## src/sv/clock_wipe_row_runs_assert.svh

```systemverilog
// Assertion macros shared by the clock wipe row run block.
`ifndef CLOCK_WIPE_ROW_RUNS_ASSERT_SVH
`define CLOCK_WIPE_ROW_RUNS_ASSERT_SVH

// Same-cycle implication, checked on every rising clock edge out of reset.
`define CWRR_ASSERT_IMP(lbl, ante, cons) \
  lbl: assert property (@(posedge clk) disable iff (!rst_n) (ante) |-> (cons)) \
    else $error("cwrr assertion failed");

// Next-cycle implication, checked on every rising clock edge out of reset.
`define CWRR_ASSERT_NXT(lbl, ante, cons) \
  lbl: assert property (@(posedge clk) disable iff (!rst_n) (ante) |=> (cons)) \
    else $error("cwrr assertion failed");

`endif

```

## src/sv/cwrr_pkg.sv

```systemverilog
// Types, constants and helpers shared by the clock wipe row run block.
package cwrr_pkg;

  localparam int MAX_DIM_BITS    = 12;
  localparam int SLOPE_FRAC_BITS = 16;

  localparam int DIM_W      = 13;
  localparam int HALF_W     = DIM_W - 1;
  localparam int ROW_W      = 12;
  localparam int STEP_W     = 16;
  localparam int SLOPE_W    = 28;
  localparam int PROD_W     = ROW_W + SLOPE_W;
  localparam int RUN_W      = 13;
  localparam int CFG_IDX_W  = 3;
  localparam int CFG_DATA_W = 28;

  localparam logic [DIM_W:0] DIM_HI = (DIM_W + 1)'(1) << MAX_DIM_BITS;

  typedef enum logic [CFG_IDX_W-1:0] {
    REG_SCREEN_WIDTH  = 3'd0,
    REG_SCREEN_HEIGHT = 3'd1,
    REG_STEP_NOW      = 3'd2,
    REG_STEP_TOTAL    = 3'd3,
    REG_HAND_SLOPE    = 3'd4
  } cfg_reg_t;

  typedef enum logic [2:0] {
    PH_FIRST,
    PH_LAST,
    PH_Q1,
    PH_Q2,
    PH_Q3,
    PH_Q4
  } phase_t;

  typedef struct packed {
    logic [DIM_W-1:0]   width;
    logic [HALF_W-1:0]  cx;
    logic [HALF_W-1:0]  cy;
    logic [SLOPE_W-1:0] slope;
    phase_t             phase;
  } geom_t;

  typedef struct packed {
    logic              valid;
    logic              upper;
    logic [PROD_W-1:0] prod;
  } mid_t;

  function automatic logic [DIM_W-1:0] clamp_dim(input logic [DIM_W-1:0] v);
    logic [DIM_W-1:0] res;
    if (v == '0) begin
      res = DIM_W'(1);
    end else if ({1'b0, v} > DIM_HI) begin
      res = DIM_HI[DIM_W-1:0];
    end else begin
      res = v;
    end
    return res;
  endfunction

endpackage

```

## src/sv/cwrr_if.sv

```systemverilog
// Handshake channel interfaces for row requests, row runs and register writes.
interface cwrr_in_if;
  logic                          valid;
  logic                          ready;
  logic [cwrr_pkg::ROW_W-1:0]    row_index;

  modport source (output valid, output row_index, input ready);
  modport sink   (input valid, input row_index, output ready);
endinterface

interface cwrr_out_if;
  logic                          valid;
  logic                          ready;
  logic [cwrr_pkg::RUN_W-1:0]    old_run_a;
  logic [cwrr_pkg::RUN_W-1:0]    new_run_a;
  logic [cwrr_pkg::RUN_W-1:0]    old_run_b;
  logic [cwrr_pkg::RUN_W-1:0]    new_run_b;

  modport source (output valid, output old_run_a, output new_run_a,
                  output old_run_b, output new_run_b, input ready);
  modport sink   (input valid, input old_run_a, input new_run_a,
                  input old_run_b, input new_run_b, output ready);
endinterface

interface cwrr_cfg_if;
  logic                            valid;
  logic                            ready;
  logic [cwrr_pkg::CFG_IDX_W-1:0]  index;
  logic [cwrr_pkg::CFG_DATA_W-1:0] data;

  modport source (output valid, output index, output data, input ready);
  modport sink   (input valid, input index, input data, output ready);
endinterface

```

## src/sv/cwrr_cfg.sv

```systemverilog
// Configuration registers, dimension clamping and wipe phase decode.
module cwrr_cfg (
  input  logic                clk,
  input  logic                rst_n,
  cwrr_cfg_if.sink            cfg_ch,
  output cwrr_pkg::geom_t     geom
);

  logic [cwrr_pkg::DIM_W-1:0]   width_r;
  logic [cwrr_pkg::DIM_W-1:0]   height_r;
  logic [cwrr_pkg::STEP_W-1:0]  step_now_r;
  logic [cwrr_pkg::STEP_W-1:0]  step_total_r;
  logic [cwrr_pkg::SLOPE_W-1:0] slope_r;

  logic [cwrr_pkg::DIM_W-1:0]   w_clamp;
  logic [cwrr_pkg::DIM_W-1:0]   h_clamp;
  logic [cwrr_pkg::STEP_W-1:0]  total;
  logic [cwrr_pkg::STEP_W-1:0]  step;
  logic [cwrr_pkg::STEP_W+1:0]  total_x3;
  logic [cwrr_pkg::STEP_W-1:0]  q1_lim;
  logic [cwrr_pkg::STEP_W-1:0]  q2_lim;
  logic [cwrr_pkg::STEP_W-1:0]  q3_lim;
  cwrr_pkg::phase_t             phase;

  assign cfg_ch.ready = 1'b1;

  always_ff @(posedge clk) begin
    if (!rst_n) begin
      width_r      <= cwrr_pkg::DIM_W'(640);
      height_r     <= cwrr_pkg::DIM_W'(480);
      step_now_r   <= '0;
      step_total_r <= cwrr_pkg::STEP_W'(1);
      slope_r      <= '0;
    end else if (cfg_ch.valid && cfg_ch.ready) begin
      case (cwrr_pkg::cfg_reg_t'(cfg_ch.index))
        cwrr_pkg::REG_SCREEN_WIDTH:  width_r      <= cfg_ch.data[cwrr_pkg::DIM_W-1:0];
        cwrr_pkg::REG_SCREEN_HEIGHT: height_r     <= cfg_ch.data[cwrr_pkg::DIM_W-1:0];
        cwrr_pkg::REG_STEP_NOW:      step_now_r   <= cfg_ch.data[cwrr_pkg::STEP_W-1:0];
        cwrr_pkg::REG_STEP_TOTAL:    step_total_r <= cfg_ch.data[cwrr_pkg::STEP_W-1:0];
        cwrr_pkg::REG_HAND_SLOPE:    slope_r      <= cfg_ch.data[cwrr_pkg::SLOPE_W-1:0];
        default: begin
        end
      endcase
    end
  end

  always_comb begin
    w_clamp  = cwrr_pkg::clamp_dim(width_r);
    h_clamp  = cwrr_pkg::clamp_dim(height_r);
    total    = (step_total_r == '0) ? cwrr_pkg::STEP_W'(1) : step_total_r;
    step     = (step_now_r > total) ? total : step_now_r;
    total_x3 = {1'b0, total, 1'b0} + {2'b00, total};
    q1_lim   = total >> 2;
    q2_lim   = total >> 1;
    q3_lim   = total_x3[cwrr_pkg::STEP_W+1:2];
  end

  always_comb begin
    if (step == '0) begin
      phase = cwrr_pkg::PH_FIRST;
    end else if (step == total) begin
      phase = cwrr_pkg::PH_LAST;
    end else if (step <= q1_lim) begin
      phase = cwrr_pkg::PH_Q1;
    end else if (step <= q2_lim) begin
      phase = cwrr_pkg::PH_Q2;
    end else if (step <= q3_lim) begin
      phase = cwrr_pkg::PH_Q3;
    end else begin
      phase = cwrr_pkg::PH_Q4;
    end
  end

  assign geom.width = w_clamp;
  assign geom.cx    = w_clamp[cwrr_pkg::DIM_W-1:1];
  assign geom.cy    = h_clamp[cwrr_pkg::DIM_W-1:1];
  assign geom.slope = slope_r;
  assign geom.phase = phase;

endmodule

```

## src/sv/cwrr_mul.sv

```systemverilog
// Row distance from center times hand slope, registered product stage.
module cwrr_mul (
  input  logic                clk,
  input  logic                rst_n,
  cwrr_in_if.sink             in_ch,
  input  cwrr_pkg::geom_t     geom,
  input  logic                take,
  output cwrr_pkg::mid_t      mid
);

  logic                          valid_r;
  logic                          upper_r;
  logic [cwrr_pkg::PROD_W-1:0]   prod_r;

  logic                          upper;
  logic [cwrr_pkg::ROW_W-1:0]    row_off;
  logic [cwrr_pkg::PROD_W-1:0]   prod_nxt;

  assign in_ch.ready = !valid_r || take;

  always_comb begin
    upper    = in_ch.row_index <= geom.cy;
    row_off  = upper ? (geom.cy - in_ch.row_index) : (in_ch.row_index - geom.cy);
    prod_nxt = cwrr_pkg::PROD_W'(row_off) * cwrr_pkg::PROD_W'(geom.slope);
  end

  always_ff @(posedge clk) begin
    if (!rst_n) begin
      valid_r <= 1'b0;
    end else if (in_ch.ready) begin
      valid_r <= in_ch.valid;
    end
  end

  always_ff @(posedge clk) begin
    if (in_ch.valid && in_ch.ready) begin
      upper_r <= upper;
      prod_r  <= prod_nxt;
    end
  end

  assign mid.valid = valid_r;
  assign mid.upper = upper_r;
  assign mid.prod  = prod_r;

endmodule

```

## src/sv/cwrr_runs.sv

```systemverilog
// Rounding, hand offset limit and run selection into the result register.
module cwrr_runs (
  input  logic                clk,
  input  logic                rst_n,
  input  cwrr_pkg::geom_t     geom,
  input  cwrr_pkg::mid_t      mid,
  output logic                take,
  cwrr_out_if.source          out_ch
);

  localparam logic [cwrr_pkg::PROD_W:0] HALF_LSB =
    (cwrr_pkg::PROD_W + 1)'(1) << (cwrr_pkg::SLOPE_FRAC_BITS - 1);

  logic                          valid_r;
  logic [cwrr_pkg::RUN_W-1:0]    old_a_r, new_a_r, old_b_r, new_b_r;
  logic [cwrr_pkg::RUN_W-1:0]    old_a_nxt, new_a_nxt, old_b_nxt, new_b_nxt;

  logic [cwrr_pkg::PROD_W:0]     rounded;
  logic [cwrr_pkg::PROD_W:0]     xr;
  logic [cwrr_pkg::HALF_W-1:0]   x;
  logic [cwrr_pkg::RUN_W-1:0]    cx_w;
  logic [cwrr_pkg::RUN_W-1:0]    x_w;
  logic [cwrr_pkg::RUN_W-1:0]    w_w;
  logic [cwrr_pkg::RUN_W-1:0]    sum_a;

  assign take = !valid_r || out_ch.ready;

  always_comb begin
    rounded = {1'b0, mid.prod} + HALF_LSB;
    xr      = rounded >> cwrr_pkg::SLOPE_FRAC_BITS;
    x       = (xr > (cwrr_pkg::PROD_W + 1)'(geom.cx)) ? geom.cx : xr[cwrr_pkg::HALF_W-1:0];
    cx_w    = cwrr_pkg::RUN_W'(geom.cx);
    x_w     = cwrr_pkg::RUN_W'(x);
    w_w     = cwrr_pkg::RUN_W'(geom.width);
    sum_a   = cx_w + x_w;
  end

  always_comb begin
    old_a_nxt = '0;
    new_a_nxt = '0;
    old_b_nxt = '0;
    new_b_nxt = '0;
    case (geom.phase)
      cwrr_pkg::PH_FIRST: begin
        old_a_nxt = w_w;
      end
      cwrr_pkg::PH_LAST: begin
        new_a_nxt = w_w;
      end
      cwrr_pkg::PH_Q1: begin
        if (mid.upper) begin
          old_a_nxt = cx_w;
          new_a_nxt = x_w;
          old_b_nxt = cx_w - x_w;
        end else begin
          old_a_nxt = w_w;
        end
      end
      cwrr_pkg::PH_Q2: begin
        if (mid.upper) begin
          old_a_nxt = cx_w;
          new_a_nxt = cx_w;
        end else begin
          old_a_nxt = sum_a;
          new_a_nxt = cx_w - x_w;
        end
      end
      cwrr_pkg::PH_Q3: begin
        if (mid.upper) begin
          old_a_nxt = cx_w;
          new_a_nxt = cx_w;
        end else begin
          old_a_nxt = cx_w - x_w;
          new_a_nxt = (sum_a > w_w) ? w_w : sum_a;
        end
      end
      cwrr_pkg::PH_Q4: begin
        if (mid.upper) begin
          new_a_nxt = cx_w - x_w;
          old_b_nxt = x_w;
          new_b_nxt = cx_w;
        end else begin
          new_a_nxt = w_w;
        end
      end
      default: begin
        old_a_nxt = w_w;
      end
    endcase
  end

  always_ff @(posedge clk) begin
    if (!rst_n) begin
      valid_r <= 1'b0;
    end else if (take) begin
      valid_r <= mid.valid;
    end
  end

  always_ff @(posedge clk) begin
    if (take && mid.valid) begin
      old_a_r <= old_a_nxt;
      new_a_r <= new_a_nxt;
      old_b_r <= old_b_nxt;
      new_b_r <= new_b_nxt;
    end
  end

  assign out_ch.valid     = valid_r;
  assign out_ch.old_run_a = old_a_r;
  assign out_ch.new_run_a = new_a_r;
  assign out_ch.old_run_b = old_b_r;
  assign out_ch.new_run_b = new_b_r;

endmodule

```

## src/sv/clock_wipe_row_runs.sv

```systemverilog
// Clock-hand wipe row runs: one scanline request in, four alternating run lengths out.
// The block takes one row request per clock while the request side is ready. The first
// stage forms the row's distance from the screen center and multiplies it by the hand
// slope into a product register; the second stage rounds the product, limits it to half
// the width and selects the runs into the output register. Sustained throughput is one
// row per cycle as long as results are taken; with the result side stalled, one more
// request is held in the product stage before the request side stalls. Runs are old,
// new, old, new, summing to the clamped width or to twice the center column.
// Registers are written through the configuration channel, which is always ready;
// write them only while no row is in flight.
`include "clock_wipe_row_runs_assert.svh"

module clock_wipe_row_runs (
  input  logic         clk,
  input  logic         rst_n,
  cwrr_in_if.sink      in_ch,
  cwrr_out_if.source   out_ch,
  cwrr_cfg_if.sink     cfg_ch
);

  cwrr_pkg::geom_t geom;
  cwrr_pkg::mid_t  mid;
  logic            take;

  cwrr_cfg u_cfg (
    .clk    (clk),
    .rst_n  (rst_n),
    .cfg_ch (cfg_ch),
    .geom   (geom)
  );

  cwrr_mul u_mul (
    .clk   (clk),
    .rst_n (rst_n),
    .in_ch (in_ch),
    .geom  (geom),
    .take  (take),
    .mid   (mid)
  );

  cwrr_runs u_runs (
    .clk    (clk),
    .rst_n  (rst_n),
    .geom   (geom),
    .mid    (mid),
    .take   (take),
    .out_ch (out_ch)
  );

  `CWRR_ASSERT_NXT(a_accept_fills_mid, in_ch.valid && in_ch.ready, mid.valid)
  `CWRR_ASSERT_NXT(a_mid_moves_to_out, mid.valid && !out_ch.valid, out_ch.valid)
  `CWRR_ASSERT_IMP(a_full_blocks_input, mid.valid && out_ch.valid && !out_ch.ready, !in_ch.ready)

endmodule
```

## src/flat_wrapper.sv

```systemverilog
// flat-port wrapper written by rule: the top's interface ports become plain ports
module clock_wipe_row_runs_flat 
  (clk, rst_n, in_ch_valid, in_ch_row_index, in_ch_ready, out_ch_valid, out_ch_old_run_a, out_ch_new_run_a, out_ch_old_run_b, out_ch_new_run_b, out_ch_ready, cfg_ch_valid, cfg_ch_index, cfg_ch_data, cfg_ch_ready);
  cwrr_in_if in_ch_i ();
  cwrr_out_if out_ch_i ();
  cwrr_cfg_if cfg_ch_i ();
  input  logic clk;
  input  logic rst_n;
  input wire logic [$bits(in_ch_i.valid)-1:0] in_ch_valid;
  input wire logic [$bits(in_ch_i.row_index)-1:0] in_ch_row_index;
  output wire logic [$bits(in_ch_i.ready)-1:0] in_ch_ready;
  output wire logic [$bits(out_ch_i.valid)-1:0] out_ch_valid;
  output wire logic [$bits(out_ch_i.old_run_a)-1:0] out_ch_old_run_a;
  output wire logic [$bits(out_ch_i.new_run_a)-1:0] out_ch_new_run_a;
  output wire logic [$bits(out_ch_i.old_run_b)-1:0] out_ch_old_run_b;
  output wire logic [$bits(out_ch_i.new_run_b)-1:0] out_ch_new_run_b;
  input wire logic [$bits(out_ch_i.ready)-1:0] out_ch_ready;
  input wire logic [$bits(cfg_ch_i.valid)-1:0] cfg_ch_valid;
  input wire logic [$bits(cfg_ch_i.index)-1:0] cfg_ch_index;
  input wire logic [$bits(cfg_ch_i.data)-1:0] cfg_ch_data;
  output wire logic [$bits(cfg_ch_i.ready)-1:0] cfg_ch_ready;
  assign in_ch_i.valid = in_ch_valid;
  assign in_ch_i.row_index = in_ch_row_index;
  assign in_ch_ready = in_ch_i.ready;
  assign out_ch_valid = out_ch_i.valid;
  assign out_ch_old_run_a = out_ch_i.old_run_a;
  assign out_ch_new_run_a = out_ch_i.new_run_a;
  assign out_ch_old_run_b = out_ch_i.old_run_b;
  assign out_ch_new_run_b = out_ch_i.new_run_b;
  assign out_ch_i.ready = out_ch_ready;
  assign cfg_ch_i.valid = cfg_ch_valid;
  assign cfg_ch_i.index = cfg_ch_index;
  assign cfg_ch_i.data = cfg_ch_data;
  assign cfg_ch_ready = cfg_ch_i.ready;
  clock_wipe_row_runs u_core (.clk(clk), .rst_n(rst_n), .in_ch(in_ch_i), .out_ch(out_ch_i), .cfg_ch(cfg_ch_i));
endmodule
```

## config.mk

```make
export PLATFORM = sky130hd
export DESIGN_NAME = clock_wipe_row_runs_flat
export DESIGN_NICKNAME = d
export VERILOG_FILES = /design/src/sv/cwrr_pkg.sv /design/src/sv/cwrr_if.sv /design/src/sv/cwrr_cfg.sv /design/src/sv/cwrr_mul.sv /design/src/sv/cwrr_runs.sv /design/src/sv/clock_wipe_row_runs.sv /design/src/flat_wrapper.sv
export VERILOG_INCLUDE_DIRS = /design/src /design/src/sv
export SDC_FILE = /design/constraint.sdc
export NUM_CORES = 1
export LEC_CHECK = 0
export ABC_AREA = 1
export BUFFER_PORTS_ARGS = -buffer_cell sky130_fd_sc_hd__buf_2
export CAP_MARGIN = 5
export CORE_ASPECT_RATIO = 1.4
export CORE_UTILIZATION = 38
export DETAILED_ROUTE_END_ITERATION = 7
export PLACE_DENSITY_LB_ADDON = 0.1
export SLEW_MARGIN = 20
export SYNTH_ARGS = -nofsm -noshare
export SYNTH_HDL_FRONTEND = slang
export SYNTH_SLANG_ARGS = --single-unit
```

## constraint.sdc

```tcl
create_clock -name clk -period 8.3 [get_ports clk]
set_input_delay 1.245 -clock clk [delete_from_list [all_inputs] [get_ports clk]]
set_output_delay 1.245 -clock clk [all_outputs]
set_load 0.01 [all_outputs]
```

==> results.txt <==
Switching power: 2.01 mW
Clock buffer depth: 2
Yosys top cell by area: fa_1
Worst slew pin tran: 1040 ps
Die Area: 0.0645 mm²
Status: finished, final reports clean
Layout area overhead: 9.71%
Seq pwr share: 25.1%
Post-route ant nets: 0
Synthesized flop and latch total: 165
Post-route cell area: 0.0265 mm²
Max Slew Vio Count: 0
Chip width: 215 µm
Critical path required time: 8520 ps
GP Congestion: 0.915
Vias in the first global route: 22300
Placed cells: 4195
Final Non-Filler Cells: 4243
Routed wire length per instance: 19.0 µm
Cell count after synthesis: 3329
Crit path largest cell delay: 580 ps
Hold Path Class: reg2reg
Placed cell area: 0.0257 mm²
Max_cap viols: 0
CP max FO: 9
Worst-Skew Late Latency: 490 ps
Largest net degree at the start of global routing: 87
Residual DRC: 0
I/O Pins: 103
Min Tclk post-route: 7900 ps
Post-Syn Area per Cell: 7.25 µm²
Core Box Area: 0.0624 mm²
GRT Overall Usage: 25.7%
Largest vdd supply drop: 0.153 mV
Power per standard cell area: 160 mW/mm²
Drt first pass iters: 6
Top_reg_cell synth: dfxtp_1
Clk pin slew, worst setup/hold paths: 70 ps
Fillers: 6661
Warnings from Yosys: 0
Crit path DAT: 8110 ps
Post-synth top area share: 21.9%
Crit-path slowest cell: fa_1
Global-route wire length before repair: 127 mm
Tcrit/Tclk final: 95.1%
Post-route clock skew: 23.0 ps
Sw Ratio: 47.5%
Worst path bufs/invs: 9
CP Capture Type: flop
Vias per cell: 5.20
Comb power frac: 54.2%
Post-DP HPWL: 66.8 mm
Cell Rows: 108
Share of cells above drive strength 1: 8.40%
CTS Sinks: 165
Mapped Area: 0.0241 mm²
Clk root buf: clkbuf_16
Grt ovf: 0
Crit start category: flop
EDFF count, synth: 77
Leak Pwr: 13.0 nW
Seq/Total Area, Yosys: 16.9%
Worst path top cell family by delay: adder cells
Clk pwr share: 20.7%
Final hold vios: 0
Power Internal: 2.22 mW
DR iter-0 viols: 1203
Synth unique cells: 55
Async SR Flop Fraction: 0%
IO buf count: 100
Initial Utilization: 38.6%
Slew margin rel.: 29.7%
Critical path type: reg2reg
Total power: 4.23 mW
Routed via count: 22100
Drt total wl: 80.8 mm
CTS tree: built
Syn_nets: 3871
Chip Height: 300 µm
H-tree lvl count: 4
Antenna violations before repair: 1
Setup violations, final: 0
Fin nets: 3946
FMAX: 127 MHz
Top post-synthesis cells by area: fa_1 (22%), ha_1 (12%), nand2_1 (11%)
CTS Buf Count: 17
cell usage in the layout (no fill, tap or decap), types with 6 or more instances in the layout:
master / n
a21oi_1: 206
and2_1: 10
buf_2: 100
buf_4: 80
clkbuf_16: 18
clkinvlp_4: 7
dfxtp_1: 88
edfxtp_1: 77
fa_1: 264
ha_1: 229
inv_1: 530
inv_2: 11
nand2_1: 732
nand2_2: 15
nand3_1: 115
nand3b_1: 12
nand4_1: 43
nor2_1: 420
nor2_2: 13
nor3_1: 18
nor4_1: 12
o21a_1: 8
o21ai_0: 191
o21ai_1: 19
o21bai_1: 8
o22ai_1: 6
o31ai_1: 10
or2_2: 6
xnor2_1: 14
xor2_1: 75
cell families after synthesis:
kind of cell	count (synthesis)	share of synthesized area, %
AOI/OAI and AO/OA	480	10.6
xor gates and xnor gates	89	3.23
adders and majority gates	494	33.8
buffers and inverters	681	11.0
DFF	165	16.9
other	2	0.0311
and+or+nand+nor	1418	24.4
registers in the layout, indices dropped and copies added, names as in the netlist:
signal,cells
u_core.u_cfg.slope_r,28
u_core.u_mul.prod_r,25
u_core.u_cfg.step_now_r,16
u_core.u_cfg.step_total_r,16
u_core.u_cfg.height_r,13
u_core.u_cfg.width_r,13
u_core.u_runs.out_ch.new_run_a,13
u_core.u_runs.out_ch.old_run_a,13
u_core.u_runs.out_ch.old_run_b,13
u_core.u_runs.out_ch.new_run_b,12
u_core.u_mul.upper_r,1
u_core.u_mul.valid_r,1
u_core.u_runs.out_ch.valid,1
final timing paths:
kind                                                               end  depth (start not counted)                                    from  slack, ps
worst min-delay path            u_core.u_cfg.height_r[12]$_SDFFE_PN0P_                          2  u_core.u_cfg.height_r[12]$_SDFFE_PN0P_        480
worst max-delay path                 u_core.u_mul.prod_r[32]$_DFFE_PP_                         36   u_core.u_cfg.height_r[8]$_SDFFE_PN1P_        400
worst min register to register  u_core.u_cfg.height_r[12]$_SDFFE_PN0P_                          2  u_core.u_cfg.height_r[12]$_SDFFE_PN0P_        480
worst max register to register       u_core.u_mul.prod_r[32]$_DFFE_PP_                         36   u_core.u_cfg.height_r[8]$_SDFFE_PN1P_        400
per-stage QoR:
stage	util (%)	setup WS (ps)	hold slack (ps)	setup TNS, ps
finish	42.4	403	484	0
detailed placement	41.1	-176	477	-444
floorplan	-	710	444	0
global route	42.4	-12.6	516	-12.6
CTS	42.1	88.9	488	0
global placement	41.1	-87.7	473	-102
metal layers:
metal / routed length (µm) / global-route usage, %
met1: 32000 / 29.3
met2: 42200 / 48.0
met3: 3180 / 2.92
met4: 3480 / 11.1
met5: 0 / 0
cell usage after synthesis (14+ instances only):
cell,n
buf_1,16
ha_1,230
o21ai_0,192
nand2_1,734
nor3_1,18
edfxtp_1,77
inv_1,532
buf_2,15
xor2_1,75
nand4_1,43
nand3_1,116
dfxtp_1,88
nor2_1,420
xnor2_1,14
fa_1,264
o21ai_1,19
clkbuf_1,85
a21oi_1,207
final cells by class:
type	instances	area, µm²	area share (%)
clock buffer	18	450	1.70
antenna	1	2.50	0.00945
multi-input combinational	2483	17400	65.9
clock inverter	14	178	0.671
inverter	550	2080	7.87
sequential	165	4070	15.4
timing repair buffer	185	1200	4.54
timing repair inverter	2	12.5	0.0473
tap	825	1030	3.90
power by group through the flow:
| stage | Clock [mW] | Sequential, mW | Combinational, mW |
|---|---|---|---|
| 2_1_floorplan | 0 | 1.07 | 1.52 |
| 3_3_place_gp | 0 | 1.08 | 2.24 |
| 3_5_place_dp | 0 | 1.08 | 2.26 |
| 4_1_cts | 0.899 | 1.06 | 2.27 |
| 5_1_grt | 0.923 | 1.07 | 2.56 |
| 6_report | 0.876 | 1.06 | 2.29 |
timing repair:
item,CTS,global route
hold buffers,0,0
gates resized for setup,0,12
setup endpoints to repair,0,21
setup buffers,0,13
worst register-to-register path, delay by kind of cell, from the launching register on:
kind / cells / cell delay (ps)
AOI/OAI and AO/OA: 6 / 990
DFF: 1 / 330
adders and majority gates: 8 / 3510
and+or+nand+nor: 12 / 1580
xor gates and xnor gates: 1 / 180
buffers and inverters: 9 / 1050
Note: power is estimated with default switching activity, not from simulation.
